**src/rtl/csl_pkg.sv**
```systemverilog
package csl_pkg;

  localparam int DEPTH       = 64;
  localparam int VALUE_WIDTH = 32;
  localparam int IDX_W       = $clog2(DEPTH);
  localparam int CNT_W       = $clog2(DEPTH + 1);
  localparam int MODE_W      = 4;
  localparam int STATUS_W    = 2;

  localparam int IN_W   = MODE_W + VALUE_WIDTH + IDX_W;
  localparam int IN_TW  = ((IN_W + 7) / 8) * 8;
  localparam int OUT_W  = STATUS_W + VALUE_WIDTH + 1 + CNT_W + CNT_W;
  localparam int OUT_TW = ((OUT_W + 7) / 8) * 8;

  localparam logic [MODE_W-1:0] MODE_START        = 4'd0;
  localparam logic [MODE_W-1:0] MODE_END          = 4'd1;
  localparam logic [MODE_W-1:0] MODE_ADVANCE      = 4'd2;
  localparam logic [MODE_W-1:0] MODE_RETREAT      = 4'd3;
  localparam logic [MODE_W-1:0] MODE_INSERT       = 4'd4;
  localparam logic [MODE_W-1:0] MODE_ATTACH       = 4'd5;
  localparam logic [MODE_W-1:0] MODE_REMOVE_CUR   = 4'd6;
  localparam logic [MODE_W-1:0] MODE_INSERT_FRONT = 4'd7;
  localparam logic [MODE_W-1:0] MODE_APPEND       = 4'd8;
  localparam logic [MODE_W-1:0] MODE_REMOVE_FRONT = 4'd9;
  localparam logic [MODE_W-1:0] MODE_READ_INDEX   = 4'd10;

  localparam logic [STATUS_W-1:0] ST_OK       = 2'd0;
  localparam logic [STATUS_W-1:0] ST_FULL     = 2'd1;
  localparam logic [STATUS_W-1:0] ST_NO_ITEM  = 2'd2;
  localparam logic [STATUS_W-1:0] ST_OUT_RANGE = 2'd3;

  localparam logic [1:0] OP_HOLD  = 2'd0;
  localparam logic [1:0] OP_OPEN  = 2'd1;
  localparam logic [1:0] OP_CLOSE = 2'd2;

  typedef logic [VALUE_WIDTH-1:0] value_t;

  typedef struct packed {
    logic [1:0]       op;
    logic [IDX_W-1:0] pos;
    value_t           value;
  } shift_cmd_t;

  typedef struct packed {
    logic                en;
    logic [IDX_W-1:0]    addr;
    logic [STATUS_W-1:0] status;
    logic                has_current;
    logic [CNT_W-1:0]    count;
    logic [CNT_W-1:0]    cursor;
  } read_req_t;

endpackage

```
**src/rtl/csl_cell.sv**
```systemverilog
module csl_cell (
  input  logic                      clk,
  input  csl_pkg::shift_cmd_t       cmd,
  input  logic [csl_pkg::IDX_W-1:0] idx,
  input  csl_pkg::value_t           left,
  input  csl_pkg::value_t           right,
  input  logic                      rd_en,
  input  logic [csl_pkg::IDX_W-1:0] rd_addr,
  output csl_pkg::value_t           value,
  output csl_pkg::value_t           rd_data
);
  import csl_pkg::*;

  value_t entry;

  always_ff @(posedge clk) begin
    case (cmd.op)
      OP_OPEN: begin
        if (idx > cmd.pos) begin
          entry <= left;
        end else if (idx == cmd.pos) begin
          entry <= cmd.value;
        end
      end
      OP_CLOSE: begin
        if (idx >= cmd.pos) begin
          entry <= right;
        end
      end
      default: begin
      end
    endcase
  end

  assign value   = entry;
  assign rd_data = (rd_en && (rd_addr == idx)) ? entry : '0;

endmodule

```
**config.mk**
```make
export PLATFORM = sky130hd
export DESIGN_NAME = csl_cell
export DESIGN_NICKNAME = d
export VERILOG_FILES = /design/src/rtl/csl_pkg.sv /design/src/rtl/csl_cell.sv
export SDC_FILE = /design/constraint.sdc
export NUM_CORES = 1
export LEC_CHECK = 0
export ABC_AREA = 1
export BUFFER_PORTS_ARGS = -buffer_cell sky130_fd_sc_hd__clkbuf_2
export CAP_MARGIN = 20
export CORE_UTILIZATION = 42
export DETAILED_ROUTE_END_ITERATION = 10
export PLACE_DENSITY = 0.84
export SLEW_MARGIN = 20
export SYNTH_ARGS = -nofsm -noshare
export SYNTH_HDL_FRONTEND = slang
export SYNTH_SLANG_ARGS = --single-unit
```
**constraint.sdc**
```tcl
create_clock -name clk -period 2.7 [get_ports clk]
set_clock_uncertainty 0.2 [all_clocks]
set_input_delay 0.27 -clock clk [delete_from_list [all_inputs] [get_ports clk]]
set_output_delay 0.27 -clock clk [all_outputs]
set_load 0.01 [all_outputs]
```
==> impl_results.md <==
* Ratio of cells with drive above 1 in the final layout at 0.354
* Detailed Routing Iterations Pass 1 at 5
* Distinct cells, synth at 23
* Tightest Pin Transition at 0.360 ns
* Detail Placement HPWL at 5620 microns
* Status: finished, final reports clean
* Die height at 79.6 microns
* Sequential area share after synthesis at 0.380
* Largest net degree at the start of global routing at 33
* Core Rows at 27
* Num ports at 182
* Worst path arrival time at 1.79 ns
* Root Buffer: clkbuf_8
* DRT antenna net count at 0
* Number of synthesized register bits at 32
* Routability congestion estimate at 0.825
* Post-Syn Area at 2530 sq um
* Die W at 79.6 microns
* Most common cell after layout, fill and taps aside: clkbuf_2
* Placed cells at 632
* Clk sinks at 32
* Vias at 2910
* Post-synth EDFFs at 32
* Final Setup Violations at 0
* Static leakage at 0.00234 uW
* Hold/Removal Path Class: in2reg
* Slew Limit Headroom at 0.760
* Initial core utilization at 0.448
* Max FFs per register at 32
* Finished Layout Cells at 640
* Number of buffers created by CTS at 5
* Vias in the first global route at 2711
* Clock transition at path regs at 0.06 ns
* YS warnings at 0
* Vias per cell at 4.55
* Final worst-path cycle share at 0.751
* Pwr dens at 412 nW/um^2
* Die area at 6340 sq um
* ANT cells at 0
* RSZ-0062 raised after global routing: false
* First-pass GRT wire length at 11400 microns
* WP data required at 2.46 ns
* Main flop type after synthesis: edfxtp_1
* Final TNS setup at 0 ns
* Crit path launch: cmd[37]
* Drt wl/cell at 11.1 microns
* Hold buffers post-CTS at 0
* Worst setup path class: in2reg
* Syn_area_per_cell at 6.49 sq um
* Total power at 1470 uW
* GRT Total Usage at 0.229
* Routed Wire Length at 7090 microns
* FILL cells at 542
* Clock buffer depth at 2
* Postcts setup bufs at 0
* Cells after Synth at 390
* PostCTS Resize Cnt at 0
* Area of the core at 5640 sq um
* DR iter-0 viols at 146
* Multi-input logic area at 1050 sq um
* Final nets at 691
* CTS tree: yes
* Final hold violation count at 0
* Grt ovf at 0
* Most frequent cells in the layout: clkbuf_2, inv_1, nand2_1, nand3_1, nor2_1
* Cell depth of the worst hold path at 3
* FFs w/ async S/R, synth at 0
* Tmin final at 2.03 ns
* Initial antenna violation count at 0
* Syn-to-layout area delta at 40.7%
* CP Max Fanout at 18
* Peak VDD IR at 0.000213 V
* Htree depth at 2
* Total of max-cap violations at 0
* Fmax at 493 MHz
* CP Launch Type: input pin
* FF+latch area at 961 sq um
* Syn Nets at 514
* Port-buffer cells at 181
* Crit. End Element: flop
* Hold Startpoint: right[1]
* Hold path endpoint: value[1]
* Slew Limit Fails at 0
* DRC at 0
[critical path: stages]
cell      delay [ns]
clkbuf_2        0.08
inv_1           0.04
ha_1            0.28
nand2_1         0.08
nor2_2          0.16
nand3_2         0.28
nand4_1         0.17
o21ai_0         0.10
inv_1           0.08
buf_4           0.25
[cells by family (layout without fill, tap and decap cells)]
logic type      Yosys count  count (layout)  synth area share
simple gates            214             214             0.364
buf+inv                 130             308             0.206
flops                    32              32             0.380
fa+ha+maj                 6               6            0.0297
compound gates            6               6            0.0133
xor+xnor                  2               2           0.00693
[Yosys cell counts, types with 2 or more instances]
library cell	instances	area [sq um]
xor2_1	2	17.5
inv_1	111	417
nand2_1	106	398
buf_1	3	11.3
nor2_1	36	135
edfxtp_1	32	961
clkbuf_1	3	11.3
buf_6	3	33.8
o21ai_0	3	15.0
ha_1	6	75.1
buf_2	9	45.0
nand3_1	65	325
[report_power, final]
group / switching (uW) / total, uW / internal [uW]
logic: 265 / 458 / 193
clock network: 168 / 342 / 175
registers: 32.8 / 666 / 633
[metrics by stage]
stage / hold slack [ns] / instance area [sq um] / setup slack (ns) / util
2_1_floorplan: 0.256 / 2530 / 0.203 / -
3_3_place_gp: 0.349 / 3480 / 0.442 / 0.616
3_5_place_dp: 0.348 / 3480 / 0.358 / 0.616
4_1_cts: 0.0576 / 3560 / 0.651 / 0.631
5_1_grt: 0.0669 / 3560 / 0.472 / 0.631
6_report: 0.0687 / 3560 / 0.671 / 0.631
[worst max path at each step]
stage           endpoint  slack, ns  cells after the start
3_3_place_gp   value[13]       0.44                     10
6_report       value[18]       0.67                     10
5_1_grt        value[29]       0.47                     10
3_5_place_dp    value[9]       0.36                     10
4_1_cts         value[9]       0.65                     10
2_1_floorplan   value[0]       0.20                      9
[layout make-up]
| type | instances | share of cell area |
|---|---|---|
| Clock buffer | 5 | 0.0193 |
| Clock inverter | 3 | 0.00387 |
| Inverter | 112 | 0.118 |
| Multi-Input combinational cell | 228 | 0.294 |
| Sequential cell | 32 | 0.270 |
| Tap cell | 72 | 0.0253 |
| Timing Repair Buffer | 188 | 0.269 |
[routing by layer]
metal | vias up | part of all wire | routed length [microns] | global-route usage
li1 | 1514 | - | - | -
met1 | 1269 | 0.39 | 2800 | 0.244
met2 | 114 | 0.53 | 3750 | 0.439
met3 | 13 | 0.060 | 423 | 0.0434
met4 | 0 | 0.017 | 119 | 0.0873
met5 | - | 0 | 0 | 0
(Power assumes the default switching activity.)
