$ cat config.mk
export PLATFORM = sky130hd
export DESIGN_NAME = csl_ctrl
export DESIGN_NICKNAME = d
export VERILOG_FILES = /design/src/rtl/csl_pkg.sv /design/src/rtl/csl_ctrl.sv
export SDC_FILE = /design/constraint.sdc
export NUM_CORES = 1
export LEC_CHECK = 0
export BUFFER_PORTS_ARGS = -buffer_cell sky130_fd_sc_hd__buf_2
export CAP_MARGIN = 10
export CORE_UTILIZATION = 54
export DETAILED_ROUTE_END_ITERATION = 6
export GPL_TIMING_DRIVEN = 0
export PLACE_DENSITY = 0.79
export RECOVER_POWER = 100
export SKIP_CTS_REPAIR_TIMING = 1
export SYNTH_ARGS = -nofsm -noshare
export SYNTH_HDL_FRONTEND = slang
export SYNTH_SLANG_ARGS = --single-unit
export TNS_END_PERCENT = 50
$ cat constraint.sdc
create_clock -name clk -period 4.7 [get_ports clk]
set_clock_uncertainty 0.1 [all_clocks]
set_input_delay 0.94 -clock clk [delete_from_list [all_inputs] [get_ports clk]]
set_output_delay 0.94 -clock clk [all_outputs]
set_load 0.01 [all_outputs]
$ cat src/rtl/csl_pkg.sv
package csl_pkg;

  localparam int DEPTH       = 64;
  localparam int VALUE_WIDTH = 32;
  localparam int IDX_W       = $clog2(DEPTH);
  localparam int CNT_W       = $clog2(DEPTH + 1);
  localparam int MODE_W      = 4;
  localparam int STATUS_W    = 2;

  localparam int IN_W   = MODE_W + VALUE_WIDTH + IDX_W;
  localparam int IN_TW  = ((IN_W + 7) / 8) * 8;
  localparam int OUT_W  = STATUS_W + VALUE_WIDTH + 1 + CNT_W + CNT_W;
  localparam int OUT_TW = ((OUT_W + 7) / 8) * 8;

  localparam logic [MODE_W-1:0] MODE_START        = 4'd0;
  localparam logic [MODE_W-1:0] MODE_END          = 4'd1;
  localparam logic [MODE_W-1:0] MODE_ADVANCE      = 4'd2;
  localparam logic [MODE_W-1:0] MODE_RETREAT      = 4'd3;
  localparam logic [MODE_W-1:0] MODE_INSERT       = 4'd4;
  localparam logic [MODE_W-1:0] MODE_ATTACH       = 4'd5;
  localparam logic [MODE_W-1:0] MODE_REMOVE_CUR   = 4'd6;
  localparam logic [MODE_W-1:0] MODE_INSERT_FRONT = 4'd7;
  localparam logic [MODE_W-1:0] MODE_APPEND       = 4'd8;
  localparam logic [MODE_W-1:0] MODE_REMOVE_FRONT = 4'd9;
  localparam logic [MODE_W-1:0] MODE_READ_INDEX   = 4'd10;

  localparam logic [STATUS_W-1:0] ST_OK       = 2'd0;
  localparam logic [STATUS_W-1:0] ST_FULL     = 2'd1;
  localparam logic [STATUS_W-1:0] ST_NO_ITEM  = 2'd2;
  localparam logic [STATUS_W-1:0] ST_OUT_RANGE = 2'd3;

  localparam logic [1:0] OP_HOLD  = 2'd0;
  localparam logic [1:0] OP_OPEN  = 2'd1;
  localparam logic [1:0] OP_CLOSE = 2'd2;

  typedef logic [VALUE_WIDTH-1:0] value_t;

  typedef struct packed {
    logic [1:0]       op;
    logic [IDX_W-1:0] pos;
    value_t           value;
  } shift_cmd_t;

  typedef struct packed {
    logic                en;
    logic [IDX_W-1:0]    addr;
    logic [STATUS_W-1:0] status;
    logic                has_current;
    logic [CNT_W-1:0]    count;
    logic [CNT_W-1:0]    cursor;
  } read_req_t;

endpackage

$ cat src/rtl/csl_ctrl.sv
module csl_ctrl (
  input  logic                         clk,
  input  logic                         rst,
  input  logic                         fire,
  input  logic [csl_pkg::MODE_W-1:0]   mode,
  input  csl_pkg::value_t              entry_value,
  input  logic [csl_pkg::IDX_W-1:0]    read_position,
  output csl_pkg::shift_cmd_t          cmd,
  output csl_pkg::read_req_t           req
);
  import csl_pkg::*;

  logic [CNT_W-1:0]    count;
  logic [CNT_W-1:0]    cursor;
  logic [CNT_W-1:0]    count_next;
  logic [CNT_W-1:0]    cursor_next;
  logic [STATUS_W-1:0] status;
  logic [1:0]          op;
  logic [CNT_W-1:0]    op_pos;
  logic                full;
  logic                has;
  logic                pos_ok;
  logic [CNT_W:0]      cursor_inc;
  read_req_t           req_next;

  assign full       = (count == CNT_W'(DEPTH));
  assign has        = (cursor < count);
  assign pos_ok     = ({1'b0, read_position} < count);
  assign cursor_inc = {1'b0, cursor} + (CNT_W + 1)'(1);

  always_comb begin
    count_next  = count;
    cursor_next = cursor;
    status      = ST_OK;
    op          = OP_HOLD;
    op_pos      = '0;
    case (mode)
      MODE_START: cursor_next = '0;
      MODE_END: begin
        if (count == '0) status = ST_NO_ITEM;
        else cursor_next = count - CNT_W'(1);
      end
      MODE_ADVANCE: begin
        if (has) cursor_next = cursor + CNT_W'(1);
        else status = ST_NO_ITEM;
      end
      MODE_RETREAT: begin
        if (cursor != '0) cursor_next = cursor - CNT_W'(1);
      end
      MODE_INSERT: begin
        if (full) begin
          status = ST_FULL;
        end else begin
          cursor_next = has ? cursor : '0;
          op          = OP_OPEN;
          op_pos      = cursor_next;
          count_next  = count + CNT_W'(1);
        end
      end
      MODE_ATTACH: begin
        if (full) begin
          status = ST_FULL;
        end else begin
          // step past the current entry, or go to the back
          cursor_next = (cursor_inc < {1'b0, count}) ? cursor_inc[CNT_W-1:0] : count;
          op          = OP_OPEN;
          op_pos      = cursor_next;
          count_next  = count + CNT_W'(1);
        end
      end
      MODE_REMOVE_CUR: begin
        if (has) begin
          op         = OP_CLOSE;
          op_pos     = cursor;
          count_next = count - CNT_W'(1);
        end else begin
          status = ST_NO_ITEM;
        end
      end
      MODE_INSERT_FRONT: begin
        if (full) begin
          status = ST_FULL;
        end else begin
          cursor_next = '0;
          op          = OP_OPEN;
          count_next  = count + CNT_W'(1);
        end
      end
      MODE_APPEND: begin
        if (full) begin
          status = ST_FULL;
        end else begin
          cursor_next = count;
          op          = OP_OPEN;
          op_pos      = count;
          count_next  = count + CNT_W'(1);
        end
      end
      MODE_REMOVE_FRONT: begin
        if (count != '0) begin
          op         = OP_CLOSE;
          count_next = count - CNT_W'(1);
        end else begin
          status = ST_NO_ITEM;
        end
      end
      MODE_READ_INDEX: begin
        if (!pos_ok) status = ST_OUT_RANGE;
      end
      default: begin
      end
    endcase
  end

  always_comb begin
    cmd.op    = fire ? op : OP_HOLD;
    cmd.pos   = op_pos[IDX_W-1:0];
    cmd.value = entry_value;

    req_next.status      = status;
    req_next.has_current = (cursor_next < count_next);
    req_next.count       = count_next;
    req_next.cursor      = cursor_next;
    if (mode == MODE_READ_INDEX) begin
      req_next.en   = pos_ok;
      req_next.addr = read_position;
    end else begin
      req_next.en   = (cursor_next < count_next);
      req_next.addr = cursor_next[IDX_W-1:0];
    end
  end

  always_ff @(posedge clk) begin
    if (rst) begin
      count  <= '0;
      cursor <= '0;
    end else if (fire) begin
      count  <= count_next;
      cursor <= cursor_next;
    end
  end

  always_ff @(posedge clk) begin
    if (fire) begin
      req <= req_next;
    end
  end

endmodule

==> flow_summary_export.csv <==
group,metric,value,unit
worst_setup_path,critPathLaunch,"cursor[2]",
floorplan,core.rowCount,30,
synth,ys_warn_count,0,
grt,grt_pass1_wl,19300,um
synth,synthFlopType,"edfxtp_1",
worst_setup_path,worstPathCellList,"and3_4 > nand3_1 > xnor2_2 > ha_1 > a21o_1 > a21oi_2 > o211ai_1 > nor2_2 > o21bai_4 > a22oi_1 > nor3b_2 > inv_1 > ha_1 > nand2_1 > a221oi_1 > a221oi_1 > a21o_1 > o21a_1",
floorplan,fp.coreArea,6870,um^2
clocking,clockBufferDepth,2,
sta,slew_headroom,0.0533,
synth,syn_avg_cell_area,8.40,um^2
final_layout,mostFrequentLayoutCells,"clkbuf_1, nor2_1, buf_4",
synth,yosys.area.top_type_share,0.186,
grt,track_usage,0.341,
worst_setup_path,r2r-start,"cursor[2]",
run,drv_cap,0,
clocking,cts_tree,"built",
final_layout,stdcell_count,647,
worst_setup_path,cp-endpoint,"req[23]",
floorplan,ioPinCount,109,
final_layout,areaGrowthSynthToFinish,19.7,%
clocking,clk_pin_slew_worst_paths,0.10,ns
clocking,cts_sinks,38,
grt,grt_max_degree,29,
drt,wire_per_inst,19.9,um
worst_hold_path,hold_path_class,"reg -> reg",
synth,ys_async_sr_fraction,0,
placement,numPlacedInstances,632,
synth,synth_top_cell_by_area,"edfxtp_1",
worst_setup_path,regToRegEndpoint,"req[23]",
placement,dp_hpwl,9760,um
drt,drt_iter0_markers,490,
final_layout,multi_input_area,2470,um^2
worst_setup_path,worstPathRequired,4.66,ns
floorplan,die-area,7500,um^2
floorplan,fp.dieW,86.6,um
sta,setup_viol_count_final,0,
worst_setup_path,worstSetupStartpointType,"register",
worst_setup_path,crit_fanout,6,
clocking,h-tree-depth,2,
worst_setup_path,crit_type,"reg -> reg",
sta,final_max_slew_viol_count,0,
grt,antenna_found_initial,0,
final_layout,regArea,1000,um^2
pwr,p_per_area,291,nW/um^2
worst_setup_path,max_stage_delay,0.54,ns
synth,syn_area,3860,um^2
drt,ant_nets,0,
placement,gp_congestion,0.980,
final_layout,drive_gt1_frac,0.216,
synth,syn_nets,535,
final_layout,fin_nets,625,
sta,period_share,0.977,
final_layout,final_common_cell,"clkbuf_1",
drt,routed_wl,12900,um
sta,final-hold-violation-count,0,
synth,synth_edf_count,24,
sta,max_freq,0.218,GHz
synth,synthCells,460,
floorplan,start_util,0.563,
sta,worstMarginPinSlew,1.42,ns
synth,synthTopCellsByArea,"edfxtp_1, ha_1, dfxtp_1",
pwr,power_leakage,1.94,nW
worst_setup_path,rrSetupSlack,0.11,ns
final_layout,nFillCells,623,
worst_setup_path,critPathArrivalTime,4.55,ns
sta,finalCriticalPeriod,4.59,ns
floorplan,die_h,86.6,um
pwr,p_total,0.00135,W
clocking,cts_root_buffer,"clkbuf_8",
clocking,clk_latency,0.30,ns
worst_setup_path,reg2reg_depth,18,
placement,numPortBuffers,76,
drt,drc,0,
outcome,status,"completed",
synth,synthDistinctLibCells,76,
synth,synth-seq-cells,38,
sta,rsz0062_at_grt,"yes",
drt,num_vias,4089,
grt,first_global_vias,3709,
drt,drtPass1Iterations,7,
clocking,numCtsBuffers,5,
drt,detail_route.vias_per_cell,6.32,
grt,overflow,0,
pwr,ir_drop,0.000105,V
worst_setup_path,slowest_stage,"dfxtp_1",
synth,ys_seq_area_frac,0.259,
worst_setup_path,endpoint_kind,"register",
final_layout,n_antenna_cell,0,
worst min path at each step:
stage	startpoint	to	cells after the start
floorplan	count[5]	count[5]	2
global placement	cursor[5]	cursor[5]	2
detailed placement	cursor[5]	cursor[5]	2
CTS	cursor[5]	cursor[5]	2
global route	cursor[1]	cursor[1]	2
finish	cursor[1]	cursor[1]	2
cell usage after synthesis (all sizes together), types with 6 or more instances:
master	count
nand2	40
and3	7
a221oi	10
edfxtp	24
xnor2	8
a211oi	8
buf	36
o221ai	6
ha	30
a21o	9
clkbuf	16
nand3	13
nor3	11
o211ai	6
inv	27
o21ai	22
dfxtp	14
a21oi	33
nor2	45
per-layer routing:
layer / vias to the layer above / GRT usage / routed length, um
met5: - / 0 / 0
met4: 0 / 0.155 / 513
met3: 49 / 0.0857 / 1400
met2: 275 / 0.551 / 5910
met1: 1896 / 0.430 / 5050
li1: 1869 / - / -
logic make-up after synthesis:
kind of cell,share of synthesized area
muxes,0.0133
AOI/OAI and AO/OA,0.270
xor gates and xnor gates,0.0204
buffers and inverters,0.136
and+or+nand+nor,0.204
adders and majority gates,0.0971
DFF,0.259
area by class of cell:
class | count | share of cell area
multi-input combinational | 342 | 0.534
sequential | 38 | 0.217
buffer | 52 | 0.0928
timing repair buffer | 83 | 0.0779
tap | 96 | 0.0260
inverter | 28 | 0.0227
clock buffer | 5 | 0.0149
clock inverter | 3 | 0.0149
flip-flops by register name, indices dropped and copies added, names as in the netlist:
name / count
cursor: 7
req: 24
count: 7
power by group:
part / total (W) / internal [W] / switching [W]
sequential: 0.000419 / 0.000397 / 0.0000218
clock: 0.000353 / 0.000213 / 0.000140
combinational: 0.000574 / 0.000224 / 0.000349
total: 0.00135 / 0.000835 / 0.000511
worst max-delay path: cells and delay by family (launching register included):
kind	cells	cell delay, ns
AOI/OAI and AO/OA	9	1.62
and+or+nand+nor	5	1.14
buffers and inverters	1	0.11
xor gates and xnor gates	1	0.24
adders and majority gates	2	0.62
DFF	1	0.54
stage by stage:
| step | util | instance area (um^2) | hold WS [ns] | setup TNS, ns | setup slack, ns |
|---|---|---|---|---|---|
| final | 0.673 | 4630 | 0.482 | 0 | 0.106 |
| after global routing | 0.673 | 4630 | 0.509 | -0.0673 | -0.0673 |
| after CTS | 0.656 | 4500 | 0.512 | -0.760 | -0.448 |
| after detailed placement | 0.636 | 4370 | 0.500 | -0.683 | -0.412 |
| after global placement | 0.636 | 4370 | 0.494 | -0.554 | -0.354 |
| after floorplan | - | 3860 | 0.422 | 0 | 0.598 |
Note: power is estimated with default switching activity, not from simulation.
